==> config.mk <==
export PLATFORM = sky130hd
export DESIGN_NAME = adler32_line_parity_locator_top_flat
export DESIGN_NICKNAME = d
export VERILOG_FILES = /design/src/rtl/a32lpl_pkg.sv /design/src/rtl/a32lpl_if.sv /design/src/rtl/a32lpl_adler.sv /design/src/rtl/adler32_line_parity_locator_top.sv /design/src/flat_wrapper.sv
export VERILOG_INCLUDE_DIRS = /design/src /design/src/rtl
export SDC_FILE = /design/constraint.sdc
export NUM_CORES = 1
export LEC_CHECK = 0
export BUFFER_PORTS_ARGS = -buffer_cell sky130_fd_sc_hd__buf_2
export CAP_MARGIN = 20
export CORE_AREA = 2 2 248 250
export CTS_CLUSTER_DIAMETER = 150
export DETAILED_ROUTE_END_ITERATION = 8
export DIE_AREA = 0 0 250 252
export HOLD_SLACK_MARGIN = 0.03
export PLACE_DENSITY_LB_ADDON = 0.25
export REMOVE_ABC_BUFFERS = 1
export SLEW_MARGIN = 20
export SYNTH_ARGS = -nofsm -noshare
export SYNTH_HDL_FRONTEND = slang
export SYNTH_SLANG_ARGS = --single-unit
==> constraint.sdc <==
create_clock -name clk -period 9 [get_ports clk]
set_clock_uncertainty 0.05 [all_clocks]
set_input_delay 0.45 -clock clk [delete_from_list [all_inputs] [get_ports clk]]
set_output_delay 0.45 -clock clk [all_outputs]
set_load 0.05 [all_outputs]
==> src/rtl/adler32_line_parity_locator_top_macros.svh <==
// Assertion macros for the line parity locator.
// Included by the modules that carry concurrent assertions; no other dependencies.
`ifndef ADLER32_LINE_PARITY_LOCATOR_TOP_MACROS_SVH
`define ADLER32_LINE_PARITY_LOCATOR_TOP_MACROS_SVH
`ifndef SYNTHESIS
`define A32LPL_ASSERT_IMPL(label, clk, rstn, ante, cons) \
  label: assert property (@(posedge clk) disable iff (!(rstn)) (ante) |-> (cons)) \
    else $error("a32lpl assertion failed");
`define A32LPL_ASSERT_NEXT(label, clk, rstn, ante, cons) \
  label: assert property (@(posedge clk) disable iff (!(rstn)) (ante) |=> (cons)) \
    else $error("a32lpl assertion failed");
`else
`define A32LPL_ASSERT_IMPL(label, clk, rstn, ante, cons)
`define A32LPL_ASSERT_NEXT(label, clk, rstn, ante, cons)
`endif
`endif

==> src/rtl/a32lpl_pkg.sv <==
// Shared types, operation codes and helper functions for the line parity locator.
// No dependencies.
`timescale 1ns / 1ps
package a32lpl_pkg;

  localparam int LINE_BITS_DEF = 16;
  localparam int CHECK_BITS = 32;
  localparam int REPORT_WORDS = 16;
  localparam int REP_IDX_W = $clog2(REPORT_WORDS);
  localparam int OUT_W = 16;
  localparam logic [16:0] ADLER_MOD = 17'd65521;

  typedef logic [1:0] op_t;
  localparam op_t OP_BYTE = 2'd0;
  localparam op_t OP_EOL = 2'd1;
  localparam op_t OP_REPORT = 2'd2;

  typedef struct packed {
    logic byte_en;
    logic restart;
  } adl_ctrl_t;

  function automatic logic is_blank(input logic [7:0] c);
    return (c == 8'h20) || ((c >= 8'h09) && (c <= 8'h0D));
  endfunction

  // Report word k covers checksum bits 0-7 for k < 8 and bits 16-23 otherwise.
  function automatic logic [4:0] print_bit(input logic [REP_IDX_W-1:0] k);
    return {k[3], 1'b0, k[2:0]};
  endfunction

endpackage

==> src/rtl/a32lpl_if.sv <==
// Request and result channel interfaces for the line parity locator.
// Depends on a32lpl_pkg.
`timescale 1ns / 1ps
interface a32lpl_in_if
  import a32lpl_pkg::*;
  ();
  logic valid;
  logic ready;
  op_t operation;
  logic [7:0] data_byte;
  modport source (output valid, output operation, output data_byte, input ready);
  modport sink (input valid, input operation, input data_byte, output ready);
endinterface

interface a32lpl_out_if
  import a32lpl_pkg::*;
  ();
  logic valid;
  logic ready;
  logic [15:0] line_total;
  logic [4:0] bit_index;
  logic [15:0] parity_word;
  logic overflowed;
  logic last;
  modport source (output valid, output line_total, output bit_index, output parity_word,
                  output overflowed, output last, input ready);
  modport sink (input valid, input line_total, input bit_index, input parity_word,
                input overflowed, input last, output ready);
endinterface

==> src/rtl/a32lpl_adler.sv <==
// Per-line Adler-32 accumulator with conditional-subtraction reduction.
// Depends on a32lpl_pkg.
`timescale 1ns / 1ps
module a32lpl_adler
  import a32lpl_pkg::*;
(
  input  logic        clk,
  input  logic        rst_n,
  input  adl_ctrl_t   ctrl,
  input  logic [7:0]  data_byte,
  output logic [31:0] check
);

  logic [15:0] sum_low_r, sum_low_nxt;
  logic [15:0] sum_high_r, sum_high_nxt;
  logic [16:0] low_add, high_add;
  logic [15:0] low_red;

  always_comb begin
    low_add = {1'b0, sum_low_r} + {9'd0, data_byte};
    low_red = (low_add >= ADLER_MOD) ? 16'(low_add - ADLER_MOD) : low_add[15:0];
    high_add = {1'b0, sum_high_r} + {1'b0, low_red};
    sum_low_nxt = sum_low_r;
    sum_high_nxt = sum_high_r;
    if (ctrl.restart) begin
      sum_low_nxt = 16'd1;
      sum_high_nxt = 16'd0;
    end else if (ctrl.byte_en && !is_blank(data_byte)) begin
      sum_low_nxt = low_red;
      sum_high_nxt = (high_add >= ADLER_MOD) ? 16'(high_add - ADLER_MOD) : high_add[15:0];
    end
  end

  always_ff @(posedge clk) begin
    if (!rst_n) begin
      sum_low_r <= 16'd1;
      sum_high_r <= 16'd0;
    end else begin
      sum_low_r <= sum_low_nxt;
      sum_high_r <= sum_high_nxt;
    end
  end

  assign check = {sum_high_r, sum_low_r};

endmodule

==> src/rtl/adler32_line_parity_locator_top.sv <==
// Byte and end-of-line requests produce no result.
// A report request loads a 16-word result buffer; its first word is offered in the
// next cycle and the words leave one per cycle while the result side is ready.
// Throughput is one request per cycle, except that a report that follows another
// waits until that one's last word leaves, which a stall on the result side delays.
// Synchronous active-low reset sets the sums to 1 and 0 and clears line count, flag and parity words at once.
`timescale 1ns / 1ps
`include "adler32_line_parity_locator_top_macros.svh"
module adler32_line_parity_locator_top
  import a32lpl_pkg::*;
#(
  parameter int LINE_BITS = LINE_BITS_DEF
) (
  input logic          clk,
  input logic          rst_n,
  a32lpl_in_if.sink    in_req,
  a32lpl_out_if.source out_rsp
);

  localparam logic [LINE_BITS-1:0] LINE_MAX = {LINE_BITS{1'b1}};

  logic in_fire, out_fire, out_last_fire;
  logic is_eol, is_rep, line_full;
  adl_ctrl_t adl_ctrl;
  logic [31:0] check, value;

  logic [LINE_BITS-1:0] line_cnt_r, line_cnt_nxt;
  logic sat_r, sat_nxt;
  logic [LINE_BITS-1:0] parity_r [CHECK_BITS];
  logic [LINE_BITS-1:0] parity_nxt [CHECK_BITS];

  logic rep_busy_r;
  logic [REP_IDX_W-1:0] rep_idx_r;
  logic [OUT_W-1:0] rep_word_r [REPORT_WORDS];
  logic [OUT_W-1:0] rep_total_r;
  logic rep_ovf_r;

  logic [OUT_W-1:0] line16;
  logic [OUT_W-1:0] word16 [REPORT_WORDS];

  assign out_fire = out_rsp.valid && out_rsp.ready;
  assign out_last_fire = out_fire && out_rsp.last;
  assign in_req.ready = !rep_busy_r || (in_req.operation != OP_REPORT) || out_last_fire;
  assign in_fire = in_req.valid && in_req.ready;
  assign is_eol = in_fire && (in_req.operation == OP_EOL);
  assign is_rep = in_fire && (in_req.operation == OP_REPORT);
  assign line_full = (line_cnt_r == LINE_MAX);

  assign adl_ctrl.byte_en = in_fire && (in_req.operation == OP_BYTE);
  assign adl_ctrl.restart = is_eol;

  a32lpl_adler u_adler (
    .clk       (clk),
    .rst_n     (rst_n),
    .ctrl      (adl_ctrl),
    .data_byte (in_req.data_byte),
    .check     (check)
  );

  assign value = check - 32'd1;

  always_comb begin
    line_cnt_nxt = line_cnt_r;
    sat_nxt = sat_r;
    parity_nxt = parity_r;
    if (is_eol) begin
      if (line_full) begin
        sat_nxt = 1'b1;
      end else begin
        line_cnt_nxt = line_cnt_r + LINE_BITS'(1);
        for (int i = 0; i < CHECK_BITS; i++) begin
          if (value[i]) begin
            parity_nxt[i] = parity_r[i] ^ line_cnt_nxt;
          end
        end
      end
    end
  end

  always_ff @(posedge clk) begin
    if (!rst_n) begin
      line_cnt_r <= '0;
      sat_r <= 1'b0;
      for (int i = 0; i < CHECK_BITS; i++) begin
        parity_r[i] <= '0;
      end
    end else begin
      line_cnt_r <= line_cnt_nxt;
      sat_r <= sat_nxt;
      parity_r <= parity_nxt;
    end
  end

  // The result fields are 16 bits wide; the line width may be narrower or wider.
  if (LINE_BITS >= OUT_W) begin : g_trunc
    assign line16 = line_cnt_r[OUT_W-1:0];
    for (genvar k = 0; k < REPORT_WORDS; k++) begin : g_word
      assign word16[k] = parity_r[print_bit(REP_IDX_W'(k))][OUT_W-1:0];
    end
  end else begin : g_ext
    assign line16 = {{(OUT_W-LINE_BITS){1'b0}}, line_cnt_r};
    for (genvar k = 0; k < REPORT_WORDS; k++) begin : g_word
      assign word16[k] = {{(OUT_W-LINE_BITS){1'b0}}, parity_r[print_bit(REP_IDX_W'(k))]};
    end
  end

  always_ff @(posedge clk) begin
    if (!rst_n) begin
      rep_busy_r <= 1'b0;
      rep_idx_r <= '0;
    end else if (is_rep) begin
      rep_busy_r <= 1'b1;
      rep_idx_r <= '0;
    end else if (out_fire) begin
      rep_idx_r <= rep_idx_r + REP_IDX_W'(1);
      if (out_rsp.last) begin
        rep_busy_r <= 1'b0;
      end
    end
  end

  always_ff @(posedge clk) begin
    if (is_rep) begin
      rep_word_r <= word16;
      rep_total_r <= line16;
      rep_ovf_r <= sat_r;
    end else if (out_fire) begin
      for (int k = 0; k < REPORT_WORDS - 1; k++) begin
        rep_word_r[k] <= rep_word_r[k+1];
      end
    end
  end

  assign out_rsp.valid = rep_busy_r;
  assign out_rsp.line_total = rep_total_r;
  assign out_rsp.bit_index = print_bit(rep_idx_r);
  assign out_rsp.parity_word = rep_word_r[0];
  assign out_rsp.overflowed = rep_ovf_r;
  assign out_rsp.last = (rep_idx_r == REP_IDX_W'(REPORT_WORDS - 1));

  `A32LPL_ASSERT_IMPL(a_rep_no_overlap, clk, rst_n, is_rep, !rep_busy_r || out_last_fire)
  `A32LPL_ASSERT_NEXT(a_rep_starts, clk, rst_n, is_rep, rep_busy_r && rep_idx_r == '0)
  `A32LPL_ASSERT_NEXT(a_sat_sticky, clk, rst_n, sat_r, sat_r)
  `A32LPL_ASSERT_NEXT(a_line_step, clk, rst_n, is_eol && !line_full,
                      line_cnt_r == $past(line_cnt_r) + LINE_BITS'(1))
  `A32LPL_ASSERT_NEXT(a_full_holds, clk, rst_n, is_eol && line_full,
                      line_cnt_r == LINE_MAX && sat_r)

endmodule

==> src/flat_wrapper.sv <==
// flat-port wrapper written by rule: the top's interface ports become plain ports
module adler32_line_parity_locator_top_flat import a32lpl_pkg::*;
#(
  parameter int LINE_BITS = LINE_BITS_DEF
)
  (clk, rst_n, in_req_valid, in_req_operation, in_req_data_byte, in_req_ready, out_rsp_valid, out_rsp_line_total, out_rsp_bit_index, out_rsp_parity_word, out_rsp_overflowed, out_rsp_last, out_rsp_ready);
  a32lpl_in_if in_req_i ();
  a32lpl_out_if out_rsp_i ();
  input logic clk;
  input logic rst_n;
  input wire logic [$bits(in_req_i.valid)-1:0] in_req_valid;
  input wire logic [$bits(in_req_i.operation)-1:0] in_req_operation;
  input wire logic [$bits(in_req_i.data_byte)-1:0] in_req_data_byte;
  output wire logic [$bits(in_req_i.ready)-1:0] in_req_ready;
  output wire logic [$bits(out_rsp_i.valid)-1:0] out_rsp_valid;
  output wire logic [$bits(out_rsp_i.line_total)-1:0] out_rsp_line_total;
  output wire logic [$bits(out_rsp_i.bit_index)-1:0] out_rsp_bit_index;
  output wire logic [$bits(out_rsp_i.parity_word)-1:0] out_rsp_parity_word;
  output wire logic [$bits(out_rsp_i.overflowed)-1:0] out_rsp_overflowed;
  output wire logic [$bits(out_rsp_i.last)-1:0] out_rsp_last;
  input wire logic [$bits(out_rsp_i.ready)-1:0] out_rsp_ready;
  assign in_req_i.valid = in_req_valid;
  assign in_req_i.operation = in_req_operation;
  assign in_req_i.data_byte = in_req_data_byte;
  assign in_req_ready = in_req_i.ready;
  assign out_rsp_valid = out_rsp_i.valid;
  assign out_rsp_line_total = out_rsp_i.line_total;
  assign out_rsp_bit_index = out_rsp_i.bit_index;
  assign out_rsp_parity_word = out_rsp_i.parity_word;
  assign out_rsp_overflowed = out_rsp_i.overflowed;
  assign out_rsp_last = out_rsp_i.last;
  assign out_rsp_i.ready = out_rsp_ready;
  adler32_line_parity_locator_top #(.LINE_BITS(LINE_BITS)) u_core (.clk(clk), .rst_n(rst_n), .in_req(in_req_i), .out_rsp(out_rsp_i));
endmodule
==> results.yml, run 1 <==
run_status:
  status: "completed"
final_layout:
  final.fill_count: 5526
  multi_input_area_mm2: 0.0117
  final_nets: 2874
  drive_gt1_frac: 0.0713
  area_growth_pct: 10.6
  final_util: 0.493
  ff_latch_area_mm2: 0.0144
  final_cell_mix: "809 x nand2_1, 310 x dfxtp_1, 273 x edfxtp_1, 224 x o21ai_0, 195 x or3_1"
  final_common_cell: "nand2_1"
critical_path:
  worstPathCellList: "ha_1 -> nor2b_1 -> o31ai_1 -> and2_1 -> a311o_1 -> nand4_1 -> nor4_2 -> nor2_1 -> xnor2_1 -> ha_1 -> inv_1 -> fa_1 -> nand3b_2 -> and2_0 -> o31a_1 -> a211oi_2 -> nand4b_2 -> o41ai_4 -> a21oi_1 -> a311oi_1 -> nor2_1"
  crit_path_top_delay_cell: "o41ai_4"
  cp_slowest_stage_delay_ns: 0.77
  crit_type: "reg -> reg"
  rr_worst_depth: 21
  critPathArrivalTime_ns: 7.29
  worstSetupStartpointType: "register"
  cp-end-kind: "register"
  r2r-start: "u_core.u_adler.sum_low_r[2]$_SDFFE_PP0P_"
  path_max_fanout: 13
  cp_data_required_time_ns: 9.46
  crit_path_start: "u_core.u_adler.sum_low_r[2]$_SDFFE_PP0P_"
clock_tree:
  postCtsSetupRepairBufs: 0
  clockBufferDepth: 3
  clock_sinks: 583
  cts_buffers: 61
  cts_tree: "yes"
  cts-htree-levels: 2
  clock-root-buffer: "clkbuf_16"
  ctsHoldBuffers: 0
  post_cts_resized: 0
  clk_pin_slew_worst_paths_ns: 0.06
  clock_latency_ns: 0.64
sta:
  rsz0062_at_grt: "false"
  max_freq_mhz: 146
  finalHoldViolations: 0
  slew_headroom: 0.259
  min_period_ns: 6.83
  slew_violations: 0
  hold_slack_ns: 0.0767
  setup_viol: 0
  fin_crit_sh: 0.759
  worst_pin_slew_ns: 1.11
die:
  fp.dieW_um: 250
  coreArea_mm2: 0.0601
  placementRows: 90
  ios: 55
  dieArea_mm2: 0.0630
  die_h_um: 252
  start_util: 0.446
min_path:
  worstHoldPathCells: 3
  hp-class: "in -> reg"
  min-delay-start: "out_rsp_ready"
power_and_ir_drop:
  ir_worst_vdd_mv: 0.163
  powerDensity_mw_per_mm2: 198
  p_leak_uw: 0.0111
routing:
  wirelength_um: 64100
  vias_per_cell: 5.41
  wire_per_inst_um: 17.5
  dr.pass1.iters: 8
  first_iter_violations: 1529
  antenna_left: 0
  vias: 19813
  remaining_drc_errors: 0
synthesis:
  ys_async_sr_fraction: 0
  syn_avg_cell_area_um2: 9.28
  ys_seq_elements: 583
  synth_ff_type: "dfxtp_1"
  netlist_instances: 2890
  synth_seq_area_share: 0.537
  synth_edf_count: 273
  synth_area_mm2: 0.0268
  synth-warning-count: 0
  synth_cell_type_count: 72
global_routing:
  grt_max_degree: 176
  grt_pass1_wl_um: 103000
  grt_pass1_vias: 19166
  grt_usage: 0.202
  antenna_found_initial: 0
  overflow: 0
run:
  drv_cap: 0
place:
  portBuffers: 53
  gp_congestion: 0.841
  dp_hpwl_um: 36900
## area by class of cell
type	count	area share
sequential	583	0.486
inverter	15	0.00215
timing repair buffer	77	0.0168
tap	782	0.0330
antenna	1	0.0000844
multi-input combinational	2087	0.394
clock buffer	87	0.0571
clock inverter	28	0.0110
## per-layer routing
metal  track usage  vias up  wire length, um
met5             0        -                0
met4        0.0667        0             2000
met3        0.0295      105             2560
met2         0.349      335            30800
met1         0.259     9607            28700
li1              -     9766                -
## cell usage after synthesis, types with 9 or more instances
cell | count | share of area
xor2_1 | 49 | 0.016
nor2_1 | 86 | 0.012
o21ai_0 | 224 | 0.042
inv_1 | 14 | 0.0020
clkbuf_1 | 172 | 0.024
and3_1 | 13 | 0.0030
nor4_1 | 9 | 0.0021
nand2_1 | 810 | 0.11
or3_1 | 195 | 0.045
buf_2 | 9 | 0.0017
a21oi_1 | 51 | 0.0095
o21a_1 | 10 | 0.0028
and2_1 | 79 | 0.018
dfxtp_1 | 310 | 0.23
edfxtp_1 | 273 | 0.31
nand4_1 | 11 | 0.0026
nor3_1 | 26 | 0.0049
nand2b_1 | 20 | 0.0047
nand3_1 | 56 | 0.010
ha_1 | 33 | 0.015
xnor2_1 | 100 | 0.033
buf_4 | 19 | 0.0053
a21boi_0 | 139 | 0.039
a21boi_1 | 57 | 0.016
## logic make-up (layout without fill, tap and decap cells)
kind of cell	after synthesis	after routing	synth area share
multiplexers	9	9	0.00345
AO/OA/AOI/OAI	546	546	0.130
adder cells (fa/ha/maj)	35	35	0.0169
XOR/XNOR	149	149	0.0487
other	1	2	0.000140
AND/OR/NAND/NOR	1347	1347	0.230
buffers and inverters	220	207	0.0339
flip-flops	583	583	0.537
## through the flow
step	total power (uW)	cell area (um^2)	instances	TNS [ns]	setup WS (ns)
floorplan	3240	26000	2685	-2069.01	-6.54
global placement	3380	27600	3543	0	1.92
detailed placement	3390	27600	3543	0	1.82
CTS	5920	29600	3658	0	1.87
global route	6070	29600	3659	0	1.55
finish	5870	29700	3660	0	2.17
## flip-flops by register name, indices dropped and copies added (netlist names), 4 cells and up
name                        count
u_core.rep_idx_r                4
u_core.parity_r               256
u_core.u_adler.sum_high_r      16
u_core.u_adler.sum_low_r       16
u_core.out_rsp.line_total      16
u_core.rep_word_r             240
u_core.out_rsp.parity_word     16
u_core.line16                  16
## report_power, final
part | internal, uW | leakage [uW] | total [uW] | switching, uW
clock | 1460 | 0.000985 | 2540 | 1080
sequential | 2850 | 0.00502 | 2870 | 24.8
combinational | 131 | 0.00508 | 457 | 326
## worst paths after layout
check	to	slack, ns
max	u_core.u_adler.sum_high_r[13]$_SDFFE_PP0P_	2.17
min	u_core.rep_idx_r[1]$_SDFFE_PP0P_	0.08
max reg2reg	u_core.u_adler.sum_high_r[13]$_SDFFE_PP0P_	2.17
min reg2reg	u_core.out_rsp.overflowed$_DFFE_PP_	0.40
## critical path, delay by kind of cell, from the launching register on
family	cells	cell delay [ns]
fa+ha+maj	3	0.98
simple gates	9	2.36
flops	1	0.52
buf+inv	1	0.07
compound gates	7	2.47
xor+xnor	1	0.26
Note: power is estimated with default switching activity, not from simulation.
==> run 2: changes to the inputs <==
ABC_AREA = 1   (was unset)
CORE_AREA = 2 2 250 252   (was 2 2 248 250)
DIE_AREA = 0 0 252 254   (was 0 0 250 252)
clock period = 6.6 ns   (was 9 ns; I/O delays follow)
==> run 2 against run 1 <==
Combinational power is 51% higher. Utilization is 0.27 points lower. Synthesized cell count is 15% higher. Largest power group unchanged. Final cell count is 13% higher. Register-to-register slack worse by 0.92 ns. Largest cell class unchanged. Critical path type unchanged. Area after synthesis is 1.8% higher. Wire length is 11% higher. Critical path depth is 13 higher. Sequential power is 37% higher. Sequential cell count stayed put.
==> results.yml, run 2 <==
global_routing:
  grt_max_degree: 168
  overflow: 0
  top_usage_layer: "met2"
  grt_pass1_wl_um: 114000
  grt_usage: 0.226
  grt_util_met3: 0.0352
  antenna_found_initial: 0
  grtUsageMet1: 0.304
  grt_use_met2: 0.374
  grt_pass1_vias: 20654
sta:
  slew_violations: 0
  setup_viol: 0
  finalHoldViolations: 0
  tns_ns: 0
  min_period_ns: 5.36
  worst_pin_slew_ns: 1.15
  setup_ws_ns: 1.24
  hold_slack_ns: 0.0709
  fin_crit_sh: 0.812
  max_freq_mhz: 187
  rsz0062_at_grt: "false"
  slew_headroom: 0.234
synthesis:
  synth.area.top_cells: "edfxtp_1 30%, dfxtp_1 23%, nand2_1 10%"
  synth_ff_type: "dfxtp_1"
  synth-warning-count: 0
  synth_edf_count: 273
  syn_avg_cell_area_um2: 8.20
  yosysTopAreaCellShare: 0.300
  yosys.area.top_type: "edfxtp_1"
  ys_async_sr_fraction: 0
  yosysMostFrequentCell: "nand2_1"
  netlist_instances: 3329
  synth_cell_type_count: 44
  synth_seq_area_share: 0.528
  synth_common_cells: "731 x nand2_1, 418 x inv_1, 317 x nor3_1, 310 x dfxtp_1, 283 x o21ai_0"
  synth_area_mm2: 0.0273
  ys_seq_elements: 583
die:
  die_h_um: 254
  start_util: 0.446
  coreArea_mm2: 0.0613
  fp.dieW_um: 252
  placementRows: 91
  dieArea_mm2: 0.0640
  ios: 55
final_layout:
  area_growth_pct: 10.0
  insertedDiodeCount: 0
  final_common_cell: "nand2_1"
  final_nets: 3352
  reg.largest.list: "u_core.parity_r: 256 flops, u_core.rep_word_r: 240 flops"
  drive_gt1_frac: 0.0805
  final_cells: 4145
  largest_register_ffs: 256
  final_cell_area_mm2: 0.0300
  regMostFlops: "u_core.parity_r"
  final_cell_mix: "729 x nand2_1, 417 x inv_1, 317 x nor3_1, 310 x dfxtp_1, 283 x o21ai_0"
critical_path:
  crit_path_top_delay_cell: "fa_1"
  cp_slowest_stage_delay_ns: 0.39
  critPathArrivalTime_ns: 5.86
  path_max_fanout: 17
  worstSetupStartpointType: "register"
  cp_data_required_time_ns: 7.10
  crit_type: "reg -> reg"
  cp-end-kind: "register"
  cpMostUsedCell: "nand2_1"
run:
  drv_cap: 0
clock_tree:
  clockBufferDepth: 3
  clock_sinks: 583
  clock_latency_ns: 0.61
  clk_pin_slew_worst_paths_ns: 0.06
  cts-htree-levels: 3
  cts_buffers: 66
  ctsHoldBuffers: 0
  cts_tree: "yes"
  clock-root-buffer: "clkbuf_16"
  post_cts_resized: 0
  postCtsSetupRepairBufs: 0
routing:
  dr.pass1.iters: 6
  wirelength_um: 71300
  vias_per_cell: 5.28
  wire_per_inst_um: 17.2
  first_iter_violations: 1806
  vias: 21870
  remaining_drc_errors: 0
  antenna_left: 0
power_and_ir_drop:
  switchingPower_uw: 2060
  p_int_uw: 6080
  p_leak_uw: 0.0114
  ir_worst_vdd_mv: 0.180
  combPwrFrac: 0.085
  powerDensity_mw_per_mm2: 271
  swShare: 0.253
  power_frac_seq: 0.481
  clock_power_share: 0.434
place:
  portBuffers: 53
  dp_hpwl_um: 44700
  place_ws_ns: 1.25
  gp_congestion: 0.858
  postPlaceCellArea_mm2: 0.0280
  dpl.cell_count: 4025
min_path:
  hp-class: "in -> reg"
run_status:
  status: "completed"
-- run 2: changes by cell type in the layout (fill, tap and decap cells not counted), moves of 57 or more --
cell,before,now
a21boi_0,139,0
a21boi_1,57,0
a21oi_1,51,275
and2_1,79,6
inv_1,14,417
nand2_1,809,729
nand3_1,55,146
nor3_1,26,317
o21ai_0,224,283
or3_1,195,0
xnor2_1,92,7
-- run 2: routing by layer --
layer,vias up,share of wire,routed length [um]
li1,10961,-,-
met1,10262,0.46,32700
met5,-,0,0
met3,126,0.052,3730
met2,521,0.46,32800
met4,0,0.030,2170
-- run 2: power groups by stage --
| stage | Sequential (uW) | Clock [uW] | Combinational (uW) |
|---|---|---|---|
| 6_report | 3920 | 3530 | 691 |
| 5_1_grt | 3930 | 3730 | 773 |
| 4_1_cts | 3920 | 3590 | 694 |
| 3_5_place_dp | 4000 | 0 | 692 |
| 3_3_place_gp | 4000 | 0 | 691 |
| 2_1_floorplan | 4030 | 0 | 456 |
-- run 2: cells by family after synthesis --
| family | count (synthesis) | synth area share |
|---|---|---|
| simple gates | 1457 | 0.240 |
| buf+inv | 621 | 0.0931 |
| compound gates | 598 | 0.112 |
| flops | 583 | 0.528 |
| fa+ha+maj | 35 | 0.0166 |
| xor+xnor | 34 | 0.0112 |
| other cells | 1 | 0.000137 |
-- run 2: through the flow --
step           utilization  total power [uW]
2_1_floorplan            -              4490
3_3_place_gp         0.457              4690
3_5_place_dp         0.457              4690
4_1_cts              0.490              8200
5_1_grt              0.490              8430
6_report             0.490              8140
-- run 2: final cells by class --
| cell class | instances | area (um^2) |
|---|---|---|
| clock buffer | 97 | 1900 |
| clock inverter | 23 | 171 |
| fill | 5942 | 31200 |
| inverter | 444 | 1680 |
| multi-input combinational | 2125 | 10400 |
| sequential | 583 | 14400 |
| tap | 790 | 988 |
| timing repair buffer | 83 | 518 |
-- run 2: worst paths after layout --
| check | cells past startpoint | from | to | slack (ns) |
|---|---|---|---|---|
| min reg2reg | 0 | u_core.sat_r$_SDFFE_PN0P_ | u_core.out_rsp.overflowed$_DFFE_PP_ | 0.38 |
| max | 34 | u_core.u_adler.sum_low_r[0]$_SDFFE_PP1P_ | u_core.u_adler.sum_high_r[7]$_SDFFE_PP0P_ | 1.24 |
| min | 4 | out_rsp_ready | u_core.out_rsp.valid$_SDFFE_PN0P_ | 0.07 |
| max reg2reg | 34 | u_core.u_adler.sum_low_r[0]$_SDFFE_PP1P_ | u_core.u_adler.sum_high_r[7]$_SDFFE_PP0P_ | 1.24 |
-- run 2: worst max-delay path, delay by kind of cell, from the launching register on --
| family | cells | cell delay (ns) |
|---|---|---|
| adders and majority gates | 4 | 1.23 |
| AOI/OAI and AO/OA | 1 | 0.14 |
| and+or+nand+nor | 23 | 2.67 |
| xor gates and xnor gates | 1 | 0.36 |
| DFF | 1 | 0.30 |
| buffers and inverters | 5 | 0.53 |
